**src/hdl/assert_macros.svh**
```systemverilog
// Assertion macros for the allocator RTL.
// Expects i_clk and i_rst_n in the scope of each use.
`ifndef ASSERT_MACROS_SVH
`define ASSERT_MACROS_SVH

// Property must hold at every clock edge outside reset.
`define FFHA_ASSERT(lbl, prop, msg) \
    lbl: assert property (@(posedge i_clk) disable iff (!i_rst_n) prop) else $error(msg);

// Condition must never be seen at a clock edge outside reset.
`define FFHA_NEVER(lbl, cond, msg) \
    lbl: assert property (@(posedge i_clk) disable iff (!i_rst_n) !(cond)) else $error(msg);

`endif

```
**src/hdl/ffha_pkg.sv**
```systemverilog
// Shared types and constants of the first-fit heap allocator.
// No dependencies; imported by the allocator top, controller and datapath.
`default_nettype none

package ffha_pkg;

    localparam int HEAP_BYTES    = 65536;
    localparam int TABLE_ENTRIES = 256;

    // Field widths of the request and result items
    localparam int REQ_W  = 17;
    localparam int ADR_W  = 16;

    // Internal widths derived from the heap and table sizes
    localparam int ST_W   = $clog2(HEAP_BYTES);
    localparam int SZ_W   = $clog2(HEAP_BYTES + 1);
    localparam int IDX_W  = $clog2(TABLE_ENTRIES);
    localparam int CNT_W  = $clog2(TABLE_ENTRIES + 1);

    typedef enum logic [1:0] {
        ST_OK      = 2'd0,
        ST_NOFIT   = 2'd1,
        ST_UNKNOWN = 2'd2,
        ST_FULL    = 2'd3
    } t_status;

    typedef enum logic {
        TB_FREE = 1'b0,
        TB_USED = 1'b1
    } t_tbl;

    typedef enum logic [4:0] {
        DP_NOP,
        DP_LOAD,
        DP_CLR_I,
        DP_RD_FIRST,
        DP_RD_NEXT,
        DP_CO_TOP,
        DP_CO_PROC,
        DP_CO_END,
        DP_SR_CHK,
        DP_SPLIT,
        DP_RM_SETUP,
        DP_RM_RD,
        DP_RM_WR,
        DP_RM_END,
        DP_IN_SETUP,
        DP_IN_RD,
        DP_IN_CMP,
        DP_IN_PUT,
        DP_RESULT
    } t_dp_op;

    // One extent: start offset and length in bytes
    typedef struct packed {
        logic [ST_W-1:0] start;
        logic [SZ_W-1:0] size;
    } t_ext;

    localparam t_ext INIT_EXT = '{start: '0, size: SZ_W'(HEAP_BYTES)};

    typedef struct packed {
        t_dp_op  op;
        t_tbl    tbl;
        t_status st;
    } t_dp_cmd;

    typedef struct packed {
        logic cmd_free;
        logic size_zero;
        logic free_empty;
        logic free_full;
        logic used_full;
        logic i_lt_free;
        logic i_lt_used;
        logic i_zero;
        logic j1_lt_free;
        logic j1_lt_used;
        logic fit;
        logic tail_zero;
        logic key_less;
        logic addr_match;
    } t_dp_stat;

endpackage

`default_nettype wire

```
**src/hdl/ffha_ctrl.sv**
```systemverilog
// Controller of the allocator: sequences coalescing, search, table shifts
// and the result handshake. Depends on ffha_pkg.
`default_nettype none

module ffha_ctrl
    import ffha_pkg::*;
(
    input  wire logic     i_clk,
    input  wire logic     i_rst_n,
    input  wire logic     i_in_valid,
    input  wire logic     i_out_ready,
    input  wire t_dp_stat i_stat,
    output logic          o_in_ready,
    output logic          o_out_valid,
    output t_dp_cmd       o_cmd
);

    typedef enum logic [3:0] {
        S_IDLE,
        S_DISPATCH,
        S_CO_TOP,
        S_CO_RD,
        S_CO_PROC,
        S_DECIDE,
        S_SR_RD,
        S_SR_CHK,
        S_RM,
        S_RM_WR,
        S_INS_SET,
        S_INS,
        S_INS_CMP,
        S_RESP
    } t_state;

    t_state  r_state;
    t_state  n_state;
    t_status r_st;
    t_status n_st;
    logic    r_ovalid;
    logic    w_slot_free;
    t_tbl    w_ins_tbl;
    t_tbl    w_rm_tbl;

    assign w_slot_free = !r_ovalid || i_out_ready;
    assign w_ins_tbl   = i_stat.cmd_free ? TB_FREE : TB_USED;
    assign w_rm_tbl    = i_stat.cmd_free ? TB_USED : TB_FREE;

    // Next state and datapath command
    always_comb begin
        n_state   = r_state;
        n_st      = r_st;
        o_cmd.op  = DP_NOP;
        o_cmd.tbl = TB_FREE;
        o_cmd.st  = r_st;
        unique case (r_state)
            S_IDLE: begin
                if (i_in_valid) begin
                    o_cmd.op = DP_LOAD;
                    n_state  = S_DISPATCH;
                end
            end
            S_DISPATCH: begin
                if (i_stat.cmd_free) begin
                    o_cmd.op  = DP_CLR_I;
                    o_cmd.tbl = TB_USED;
                    n_state   = S_SR_RD;
                end else if (i_stat.size_zero || i_stat.free_empty) begin
                    n_st    = ST_NOFIT;
                    n_state = S_RESP;
                end else begin
                    o_cmd.op = DP_RD_FIRST;
                    n_state  = S_CO_TOP;
                end
            end
            S_CO_TOP: begin
                o_cmd.op = DP_CO_TOP;
                n_state  = S_CO_RD;
            end
            S_CO_RD: begin
                if (i_stat.i_lt_free) begin
                    o_cmd.op = DP_RD_NEXT;
                    n_state  = S_CO_PROC;
                end else begin
                    o_cmd.op = DP_CO_END;
                    n_state  = S_DECIDE;
                end
            end
            S_CO_PROC: begin
                o_cmd.op = DP_CO_PROC;
                n_state  = S_CO_RD;
            end
            S_DECIDE: begin
                if (!i_stat.fit) begin
                    n_st    = ST_NOFIT;
                    n_state = S_RESP;
                end else if (i_stat.used_full) begin
                    n_st    = ST_FULL;
                    n_state = S_RESP;
                end else if (i_stat.tail_zero) begin
                    o_cmd.op = DP_RM_SETUP;
                    n_state  = S_RM;
                end else begin
                    o_cmd.op = DP_SPLIT;
                    n_state  = S_INS_SET;
                end
            end
            S_SR_RD: begin
                o_cmd.tbl = TB_USED;
                if (i_stat.i_lt_used) begin
                    o_cmd.op = DP_RD_NEXT;
                    n_state  = S_SR_CHK;
                end else begin
                    n_st    = ST_UNKNOWN;
                    n_state = S_RESP;
                end
            end
            S_SR_CHK: begin
                o_cmd.op  = DP_SR_CHK;
                o_cmd.tbl = TB_USED;
                if (!i_stat.addr_match) begin
                    n_state = S_SR_RD;
                end else if (i_stat.free_full) begin
                    n_st    = ST_FULL;
                    n_state = S_RESP;
                end else begin
                    n_state = S_INS_SET;
                end
            end
            // Close the gap left by the removed entry
            S_RM: begin
                o_cmd.tbl = w_rm_tbl;
                if (i_stat.cmd_free ? i_stat.j1_lt_used : i_stat.j1_lt_free) begin
                    o_cmd.op = DP_RM_RD;
                    n_state  = S_RM_WR;
                end else begin
                    o_cmd.op = DP_RM_END;
                    if (i_stat.cmd_free) begin
                        n_st    = ST_OK;
                        n_state = S_RESP;
                    end else begin
                        n_state = S_INS_SET;
                    end
                end
            end
            S_RM_WR: begin
                o_cmd.op  = DP_RM_WR;
                o_cmd.tbl = w_rm_tbl;
                n_state   = S_RM;
            end
            // Sorted insert, shifting larger entries up one place
            S_INS_SET: begin
                o_cmd.op  = DP_IN_SETUP;
                o_cmd.tbl = w_ins_tbl;
                n_state   = S_INS;
            end
            S_INS: begin
                o_cmd.tbl = w_ins_tbl;
                if (i_stat.i_zero) begin
                    o_cmd.op = DP_IN_PUT;
                    if (i_stat.cmd_free) begin
                        o_cmd.op = DP_IN_PUT;
                        n_state  = S_RM;
                    end else begin
                        n_st    = ST_OK;
                        n_state = S_RESP;
                    end
                end else begin
                    o_cmd.op = DP_IN_RD;
                    n_state  = S_INS_CMP;
                end
            end
            S_INS_CMP: begin
                o_cmd.op  = DP_IN_CMP;
                o_cmd.tbl = w_ins_tbl;
                if (i_stat.key_less) begin
                    n_state = S_INS;
                end else if (i_stat.cmd_free) begin
                    n_state = S_RM;
                end else begin
                    n_st    = ST_OK;
                    n_state = S_RESP;
                end
            end
            S_RESP: begin
                if (w_slot_free) begin
                    o_cmd.op = DP_RESULT;
                    n_state  = S_IDLE;
                end
            end
            default: begin
                n_state = S_IDLE;
            end
        endcase
    end

    // State, result code and output valid
    always_ff @(posedge i_clk) begin
        if (!i_rst_n) begin
            r_state  <= S_IDLE;
            r_st     <= ST_OK;
            r_ovalid <= 1'b0;
        end else begin
            r_state <= n_state;
            r_st    <= n_st;
            if (r_state == S_RESP && w_slot_free) begin
                r_ovalid <= 1'b1;
            end else if (i_out_ready) begin
                r_ovalid <= 1'b0;
            end
        end
    end

    assign o_in_ready  = (r_state == S_IDLE);
    assign o_out_valid = r_ovalid;

endmodule

`default_nettype wire
```
**config.mk**
```make
export PLATFORM = sky130hd
export DESIGN_NAME = ffha_ctrl
export DESIGN_NICKNAME = d
export VERILOG_FILES = /design/src/hdl/assert_macros.svh /design/src/hdl/ffha_pkg.sv /design/src/hdl/ffha_ctrl.sv
export SDC_FILE = /design/constraint.sdc
export NUM_CORES = 1
export LEC_CHECK = 0
export BUFFER_PORTS_ARGS = -buffer_cell sky130_fd_sc_hd__buf_4
export CORE_MARGIN = 4
export CORE_UTILIZATION = 49
export CTS_BUF_LIST = sky130_fd_sc_hd__clkbuf_8
export DETAILED_ROUTE_END_ITERATION = 8
export GPL_TIMING_DRIVEN = 0
export PLACE_DENSITY = 0.82
export SETUP_SLACK_MARGIN = 0.2
export SLEW_MARGIN = 30
export SYNTH_ARGS = -nofsm -noshare
export SYNTH_HDL_FRONTEND = slang
export SYNTH_SLANG_ARGS = --single-unit
```
**constraint.sdc**
```tcl
create_clock -name i_clk -period 1.55 [get_ports i_clk]
set_input_delay 0.155 -clock i_clk [delete_from_list [all_inputs] [get_ports i_clk]]
set_output_delay 0.155 -clock i_clk [all_outputs]
set_load 0.1 [all_outputs]
```
==> results of run 1 <==
## stage by stage
| step | hold slack (ns) | cell area, um^2 |
|---|---|---|
| detailed placement | 0.4555 | 1360 |
| CTS | 0.3163 | 1803 |
| floorplan | 0.4202 | 1139 |
| global placement | 0.4517 | 1360 |
## logic make-up after synthesis
family,after synthesis,synth area share [%]
compound gates,47,32.96
buf+inv,15,8.897
flops,7,14.03
mux,6,6.015
simple gates,70,38.10
## what timing repair did
| item | CTS |
|---|---|
| pin swaps | 19 |
| buffers inserted | 21 |
| endpoints found under the setup margin | 13 |
| resized for setup | 63 |
==> metrics.md, run 1 <==
| Metric | Value |
|---|---|
| Status | `did not finish` |
| Last stage | `5_1_grt` |
| Error msg | `[ERROR DPL-0038] Utilization greater than 100%, impossible to legalize` |
| H-tree levels | `1` |
| Ports | `28` |
| CTS root buf | `clkbuf_8` |
| Worst endpoint from the post-global-route timing repair | `o_cmd[5]` |
| CTS buffer count | `3` |
| Initial Util | `51.42%` |
| Syn Nets | `163` |
| Post-synth EDFFs | `0` |
| Mean Syn Cell Area | `6.886 um^2` |
| Ys flop type | `dfxtp_1` |
| Row cnt | `16` |
| Final HPWL from detailed placement | `2.613 mm` |
| Post-synth top area share | `14.04%` |
| Global placer's final weighted congestion | `0.9236` |
| CTS Buffer Depth | `2` |
| Chip Height | `53.14 um` |
| Most common library cells after synthesis | `nand2_1 (14), nor2_1 (14), o21ai_0 (9), nand2b_1 (8), nand3_1 (8)` |
| FFs w/ async S/R, synth | `0%` |
| # port buffers | `25` |
| Inst Count DP | `197` |
| Synth Cell Area | `998.5 um^2` |
| Die width | `53.14 um` |
| Largest net degree at the start of global routing | `11` |
| Seq cells post-synth | `7` |
| Seq/Total Area, Yosys | `14.04%` |
| Pre-CTS setup slack | `-0.2042 ns` |
| Post-Syn Instances | `145` |
| Worst EP Category | `output port` |
| Post-synth cell types | `47` |
| Post-CTS Hold Buffers | `0` |
| YS warnings | `0` |
| Area contributors post-synth | `dfxtp_1 (14%), mux2i_1 (6.0%), nand2_1 (5.3%)` |
| Post-synth top area cell | `dfxtp_1` |
| Clock sink count | `7` |
==> run 2, diff against run 1 <==
--- a/config.mk
+++ b/config.mk
@@ -6,13 +6,11 @@
 export NUM_CORES = 1
 export LEC_CHECK = 0
 export BUFFER_PORTS_ARGS = -buffer_cell sky130_fd_sc_hd__buf_4
-export CORE_MARGIN = 4
-export CORE_UTILIZATION = 49
-export CTS_BUF_LIST = sky130_fd_sc_hd__clkbuf_8
+export CORE_AREA = 4 4 65 67
 export DETAILED_ROUTE_END_ITERATION = 8
+export DIE_AREA = 0 0 69 71
 export GPL_TIMING_DRIVEN = 0
-export PLACE_DENSITY = 0.82
-export SETUP_SLACK_MARGIN = 0.2
+export PLACE_DENSITY_LB_ADDON = 0.15
 export SLEW_MARGIN = 30
 export SYNTH_ARGS = -nofsm -noshare
 export SYNTH_HDL_FRONTEND = slang
==> constraint.sdc (replaced) <==
create_clock -name i_clk -period 2.02 [get_ports i_clk]
set_input_delay 0.202 -clock i_clk [delete_from_list [all_inputs] [get_ports i_clk]]
set_output_delay 0.202 -clock i_clk [all_outputs]
set_load 0.1 [all_outputs]
==> run 2 against run 1 <==
Net effect:
- area after synthesis is the same
- the flow now finishes without violations
- synthesized cell count is the same
==> metrics.md, run 2 <==
| Metric | Value |
|---|---|
| Largest register by flop count | `r_state` |
| Global placer's final weighted congestion | `0.9427 (was 0.9236)` |
| CTS buffer count | `3 (unchanged)` |
| Initial Util | `27.48% (was 51.42%)` |
| Crit Path Class | `reg2out` |
| Total wire length | `3.530 mm` |
| Die area | `4899 um^2` |
| Critical Path RT | `1.82 ns` |
| Max reg flops | `4` |
| Data arrival time of the worst path | `1.76 ns` |
| Slew Limit Headroom | `63.91%` |
| CTS tree | `built` |
| Seq cells post-synth | `7 (unchanged)` |
| Number of antenna cells inserted | `0` |
| Post-synth cell types | `47 (unchanged)` |
| RSZ-0062 raised after global routing | `yes` |
| Crit. End Element | `output port` |
| Routed WL per cell | `15.90 um` |
| Syn Nets | `163 (unchanged)` |
| Vias in the first global route | `1166` |
| Clk_skew | `0.002854 ns` |
| Critical Path Start Type | `flip-flop` |
| Starting DRT DRC Count | `137` |
| Total GRT Usage | `14.43%` |
| Mean Syn Cell Area | `6.886 um^2 (unchanged)` |
| Final HPWL from detailed placement | `2.728 mm (was 2.613 mm)` |
| Post-synth top area cell | `dfxtp_1 (unchanged)` |
| Share of cells above drive strength 1 | `35.06%` |
| Commonest non-fill, non-tap cells in the layout | `buf_4 (25), nand2_1 (14), nor2_1 (13)` |
| Setup TNS Final | `0 ns` |
| Crit Path Max Fanout | `10` |
| Post-route cell area | `1428 um^2` |
| Die width | `69 um (was 53.14 um)` |
| Area contributors post-synth | `dfxtp_1 (14%), mux2i_1 (6.0%), nand2_1 (5.3%) (unchanged)` |
| Final core occ | `39.29%` |
| Worst-path clk slew | `0.04 ns` |
| Post-Syn Instances | `145 (unchanged)` |
| FFs w/ async S/R, synth | `0% (unchanged)` |
| Post-synth EDFFs | `0 (unchanged)` |
| First-pass GRT wire length | `5.802 mm` |
| Min Clock Period, post-route | `1.959 ns` |
| YS warnings | `0 (unchanged)` |
| Crit share post-route | `96.96%` |
| Total number of vias | `1226` |
| DRT antenna net count | `0` |
| Ports | `28 (unchanged)` |
| NumNets Final | `193` |
| Core Area | `3633 um^2` |
| Clk Latency, worst-skew pair | `0.24 ns` |
| P&R area growth vs syn | `42.98%` |
| Ys flop type | `dfxtp_1 (unchanged)` |
| Most common cell after layout, fill and taps aside | `buf_4` |
| # port buffers | `25 (unchanged)` |
| Row cnt | `22 (was 16)` |
| Max-cap violation count | `0` |
| Worst Hold Class | `in2reg` |
| Post-CTS Setup Repair Bufs | `0 (was 21)` |
| Post-synth top area share | `14.04% (unchanged)` |
| Chip Height | `71 um (was 53.14 um)` |
| Status | `finished, final reports clean (was did not finish)` |
| CTS root buf | `clkbuf_8 (unchanged)` |
| DR vias/cell | `5.523` |
| Endpoints failing setup | `0` |
| Dpl cell area | `1277 um^2 (was 1360 um^2)` |
| Fmax | `510.6 MHz` |
| # DRC | `0` |
| Synth Cell Area | `998.5 um^2 (unchanged)` |
| Slew Limit Fails | `0` |
| Largest net degree at the start of global routing | `11` |
| Clock sink count | `7 (unchanged)` |
| Seq/Total Area, Yosys | `14.04% (unchanged)` |
| Pin slew with the least headroom to its limit | `0.5276 ns` |
| H-tree levels | `1 (unchanged)` |
| Initial antenna violation count | `0` |
| Final hold violations | `0` |
| Grt ovf | `0` |
| Pre-Repair DR Iteration Count | `4` |
| CTS Buffer Depth | `2 (unchanged)` |
| Most common library cells after synthesis | `nand2_1 (14), nor2_1 (14), o21ai_0 (9), nand2b_1 (8), nand3_1 (8) (unchanged)` |
[run 2: cell counts after synthesis]
No cell type changed its count.
[run 2: routing by layer]
layer	GRT usage, %	routed length, um	part of all wire (%)
met5	0	0	0
met4	5.857	48	1.4
met3	2.415	269	7.6
met2	21.19	1596	45
met1	20.72	1616	46
[run 2: cells by family (layout without fill, tap and decap cells)]
group	Yosys count	after routing	share of synthesized area, %
multiplexers	6	6	6.015
AO/OA/AOI/OAI	47	47	32.96
AND/OR/NAND/NOR	70	70	38.10
flip-flops	7	7	14.03
buffers and inverters	15	44	8.897
[run 2: worst max-delay path, cell delays in order, from the launching register on]
cell and delay, ns:
dfxtp_4 0.36, buf_8 0.14, buf_8 0.15, buf_8 0.14
a211oi_1 0.25, a21oi_1 0.11, o22ai_4 0.16, buf_12 0.19
[run 2: area by class of cell]
cell class	instances	area, um^2
well taps	48	60.06
inverters	2	7.507
repair buffers	25	216.5
fillers	406	2206
flip-flops and latches	7	147.6
clock buffers	3	41.29
plain buffers	13	125.1
clock inverters	1	5.005
multi-input cells	123	824.5
[run 2: through the flow]
stage	instances	hold slack, ns	setup WS [ns]
finish	222	0.3662	0.06150
global route	222	0.4054	-0.006213
CTS	222	0.3695	0.003951
detailed placement	218	0.4600	-0.07005
global placement	218	0.4547	-0.1147
floorplan	145	0.4669	-0.07541
[run 2: final timing paths]
kind | startpoint | to | slack (ns) | cells after the start
setup / recovery | r_state[1]$_SDFFE_PN0P_ | o_cmd[3] | 0.06 | 7
hold / removal | i_rst_n | r_state[3]$_SDFFE_PN0P_ | 0.37 | 2
setup reg to reg | r_state[0]$_SDFFE_PN0P_ | r_state[0]$_SDFFE_PN0P_ | 0.33 | 6
hold reg to reg | r_st[0]$_SDFFE_PN0P_ | r_st[0]$_SDFFE_PN0P_ | 0.47 | 2
[run 2: what timing repair did]
action / 4_1_cts / 5_1_grt
hold buffers: 0 / 0
endpoints found under the setup margin: 5 / 4
gates resized for setup: 16 / 17
Power of run 2 is left out: the tool's default activity adds up to more than one toggle a clock period on the data nets, which glitch-free logic cannot reach.
==> run 3, diff against run 2 <==
==> constraint.sdc (replaced) <==
create_clock -name i_clk -period 1.7 [get_ports i_clk]
set_input_delay 0.17 -clock i_clk [delete_from_list [all_inputs] [get_ports i_clk]]
set_output_delay 0.17 -clock i_clk [all_outputs]
set_load 0.1 [all_outputs]
==> run 3 against run 2 <==
Net effect:
- the flow now finishes with violations (negative setup slack)
- global-route usage is 1.9 points higher
- via count grew 11%
- register-to-register slack worse by 0.33 ns
==> metrics.md, run 3 (same netlist as run 2, synthesis figures left out) <==
| Metric | Value |
|---|---|
| Status | `complete, but fails checks (was finished, final reports clean)` |
| Violated checks | `negative setup slack` |
| Largest register by flop count | `r_state (unchanged)` |
| Max-cap violation count | `0 (unchanged)` |
| Initial antenna violation count | `0 (unchanged)` |
| Total GRT Usage | `16.37% (was 14.43%)` |
| Commonest non-fill, non-tap cells in the layout | `buf_4 (44), nand2_1 (14), nor2_1 (10) (was buf_4 (25), nand2_1 (14), nor2_1 (13))` |
| Die area | `4899 um^2 (unchanged)` |
| Grt ovf | `0 (unchanged)` |
| Layer with the highest usage | `met2 (unchanged)` |
| First-pass GRT wire length | `6.527 mm (was 5.802 mm)` |
| Clk Latency, worst-skew pair | `0.24 ns (about the same)` |
| Fmax | `532.5 MHz` |
| Crit share post-route | `110.5%` |
| Vias in the first global route | `1297 (was 1166)` |
| Endpoints failing setup | `4 (was 0)` |
| Total wire length | `4.277 mm (was 3.530 mm)` |
| CTS root buf | `clkbuf_8 (unchanged)` |
| # port buffers | `25 (unchanged)` |
| Share of cells above drive strength 1 | `55.12% (was 35.06%)` |
| Met2 usage | `26.69% (was 21.19%)` |
| RSZ-0062 raised after global routing | `yes (unchanged)` |
| Routed WL per cell | `16.91 um (was 15.90 um)` |
| CTS Buffer Depth | `2 (unchanged)` |
| Inst Count DP | `218 (unchanged)` |
| Clock sink count | `7 (unchanged)` |
| DRT antenna net count | `0 (unchanged)` |
| Worst-path clk slew | `0.04 ns (about the same)` |
| Final core occ | `53.00% (was 39.29%)` |
| Met3 Usage GRT | `2.273% (was 2.415%)` |
| Pin slew with the least headroom to its limit | `0.5094 ns (was 0.5276 ns)` |
| Core Area | `3633 um^2 (unchanged)` |
| Global placer's final weighted congestion | `0.9097 (was 0.9427)` |
| Layout fillers | `343 (was 406)` |
| Largest net degree at the start of global routing | `11 (unchanged)` |
| Pre-CTS setup slack | `-0.1610 ns (was -0.07005 ns)` |
| Pre-Repair DR Iteration Count | `4 (unchanged)` |
| Starting DRT DRC Count | `117 (was 137)` |
| Die width | `69 um (unchanged)` |
| Ports | `28 (unchanged)` |
| CTS buffer count | `3 (unchanged)` |
| Clk_skew | `0.004299 ns (was 0.002854 ns)` |
| Crit Path Class | `reg2out (unchanged)` |
| Max reg flops | `4 (unchanged)` |
| Initial Util | `27.48% (unchanged)` |
| Final HPWL from detailed placement | `2.795 mm (was 2.728 mm)` |
| Crit. End Element | `output port (unchanged)` |
| Data arrival time of the worst path | `1.71 ns (was 1.76 ns)` |
| NumNets Final | `224 (was 193)` |
| Final hold violations | `0 (unchanged)` |
| Row cnt | `22 (unchanged)` |
| Slew Limit Headroom | `65.78% (was 63.91%)` |
| Chip Height | `71 um (unchanged)` |
| CTS tree | `built (unchanged)` |
| H-tree levels | `1 (unchanged)` |
| Crit Path Max Fanout | `10 (unchanged)` |
| # DRC | `0 (unchanged)` |
| Number of antenna cells inserted | `0 (unchanged)` |
| Grt met1 use | `21.72% (was 20.72%)` |
| Critical Path RT | `1.53 ns (was 1.82 ns)` |
| Critical Path Start Type | `flip-flop (unchanged)` |
| DR vias/cell | `5.383 (was 5.523)` |
| Final WS setup | `-0.1779 ns (was 0.06150 ns)` |
| Total number of vias | `1362 (was 1226)` |
| Post-CTS Hold Buffers | `0 (unchanged)` |
| Min Clock Period, post-route | `1.878 ns` |
| Post-Layout Cell Count | `253 (was 222)` |
| P&R area growth vs syn | `92.86% (was 42.98%)` |
| Most common cell after layout, fill and taps aside | `buf_4 (unchanged)` |
| Slew Limit Fails | `0 (unchanged)` |
| Worst Hold Class | `in2reg (unchanged)` |
-- run 3: cell types whose count changed in the layout (fill, tap and decap cells not counted), sizes merged --
cell,previous run,this run
inv,2,1
buf,36,67
clkinvlp,0,1
-- run 3: area by class of cell --
type / count / area (um^2) / area share [%]
Clock buffer: 3 / 41.29 / 2.144
Clock inverter: 1 / 5.005 / 0.2599
Buffer: 13 / 166.4 / 8.642
Sequential cell: 7 / 151.4 / 7.862
Timing Repair Buffer: 56 / 540.5 / 28.07
Inverter: 2 / 11.26 / 0.5848
Multi-Input combinational cell: 123 / 949.7 / 49.32
Tap cell: 48 / 60.06 / 3.119
-- run 3: metal layers --
metal,up-vias,routed length (um)
li1,657,-
met1,638,1905
met2,64,2045
met3,3,287
met4,0,38
met5,-,0
-- run 3: worst max-delay path, stage by stage, from the launching register on --
cell and delay, ns:
dfxtp_2 0.35, buf_8 0.16, nor2b_4 0.20, mux2i_1 0.09, o211ai_1 0.32, a21oi_4 0.07, o21ai_4 0.08, buf_12 0.19
-- run 3: final timing paths --
kind	from	end	slack, ns	depth (start not counted)
setup / recovery	r_state[3]$_SDFFE_PN0P_	o_cmd[4]	-0.18	7
hold / removal	i_rst_n	r_state[1]$_SDFFE_PN0P_	0.34	2
setup reg to reg	r_state[0]$_SDFFE_PN0P_	r_state[2]$_SDFFE_PN0P_	0	10
hold reg to reg	r_st[0]$_SDFFE_PN0P_	r_st[0]$_SDFFE_PN0P_	0.46	2
-- run 3: what timing repair did --
item,in CTS,in global routing
gates cloned,0,1
endpoints found under the setup margin,7,10
gates resized for setup,45,32
setup buffers,16,14
pin swaps,8,9
-- run 3: through the flow --
step / cell area [um^2] / hold WS (ns) / setup TNS, ns
after global placement: 1334 / 0.4536 / -0.6238
after floorplan: 1086 / 0.4349 / -0.06597
after global routing: 1926 / 0.3753 / -0.7614
after CTS: 1663 / 0.3341 / -0.4856
after detailed placement: 1334 / 0.4553 / -0.6113
final: 1926 / 0.3369 / -0.3683
Power of run 3 is left out for the same reason.
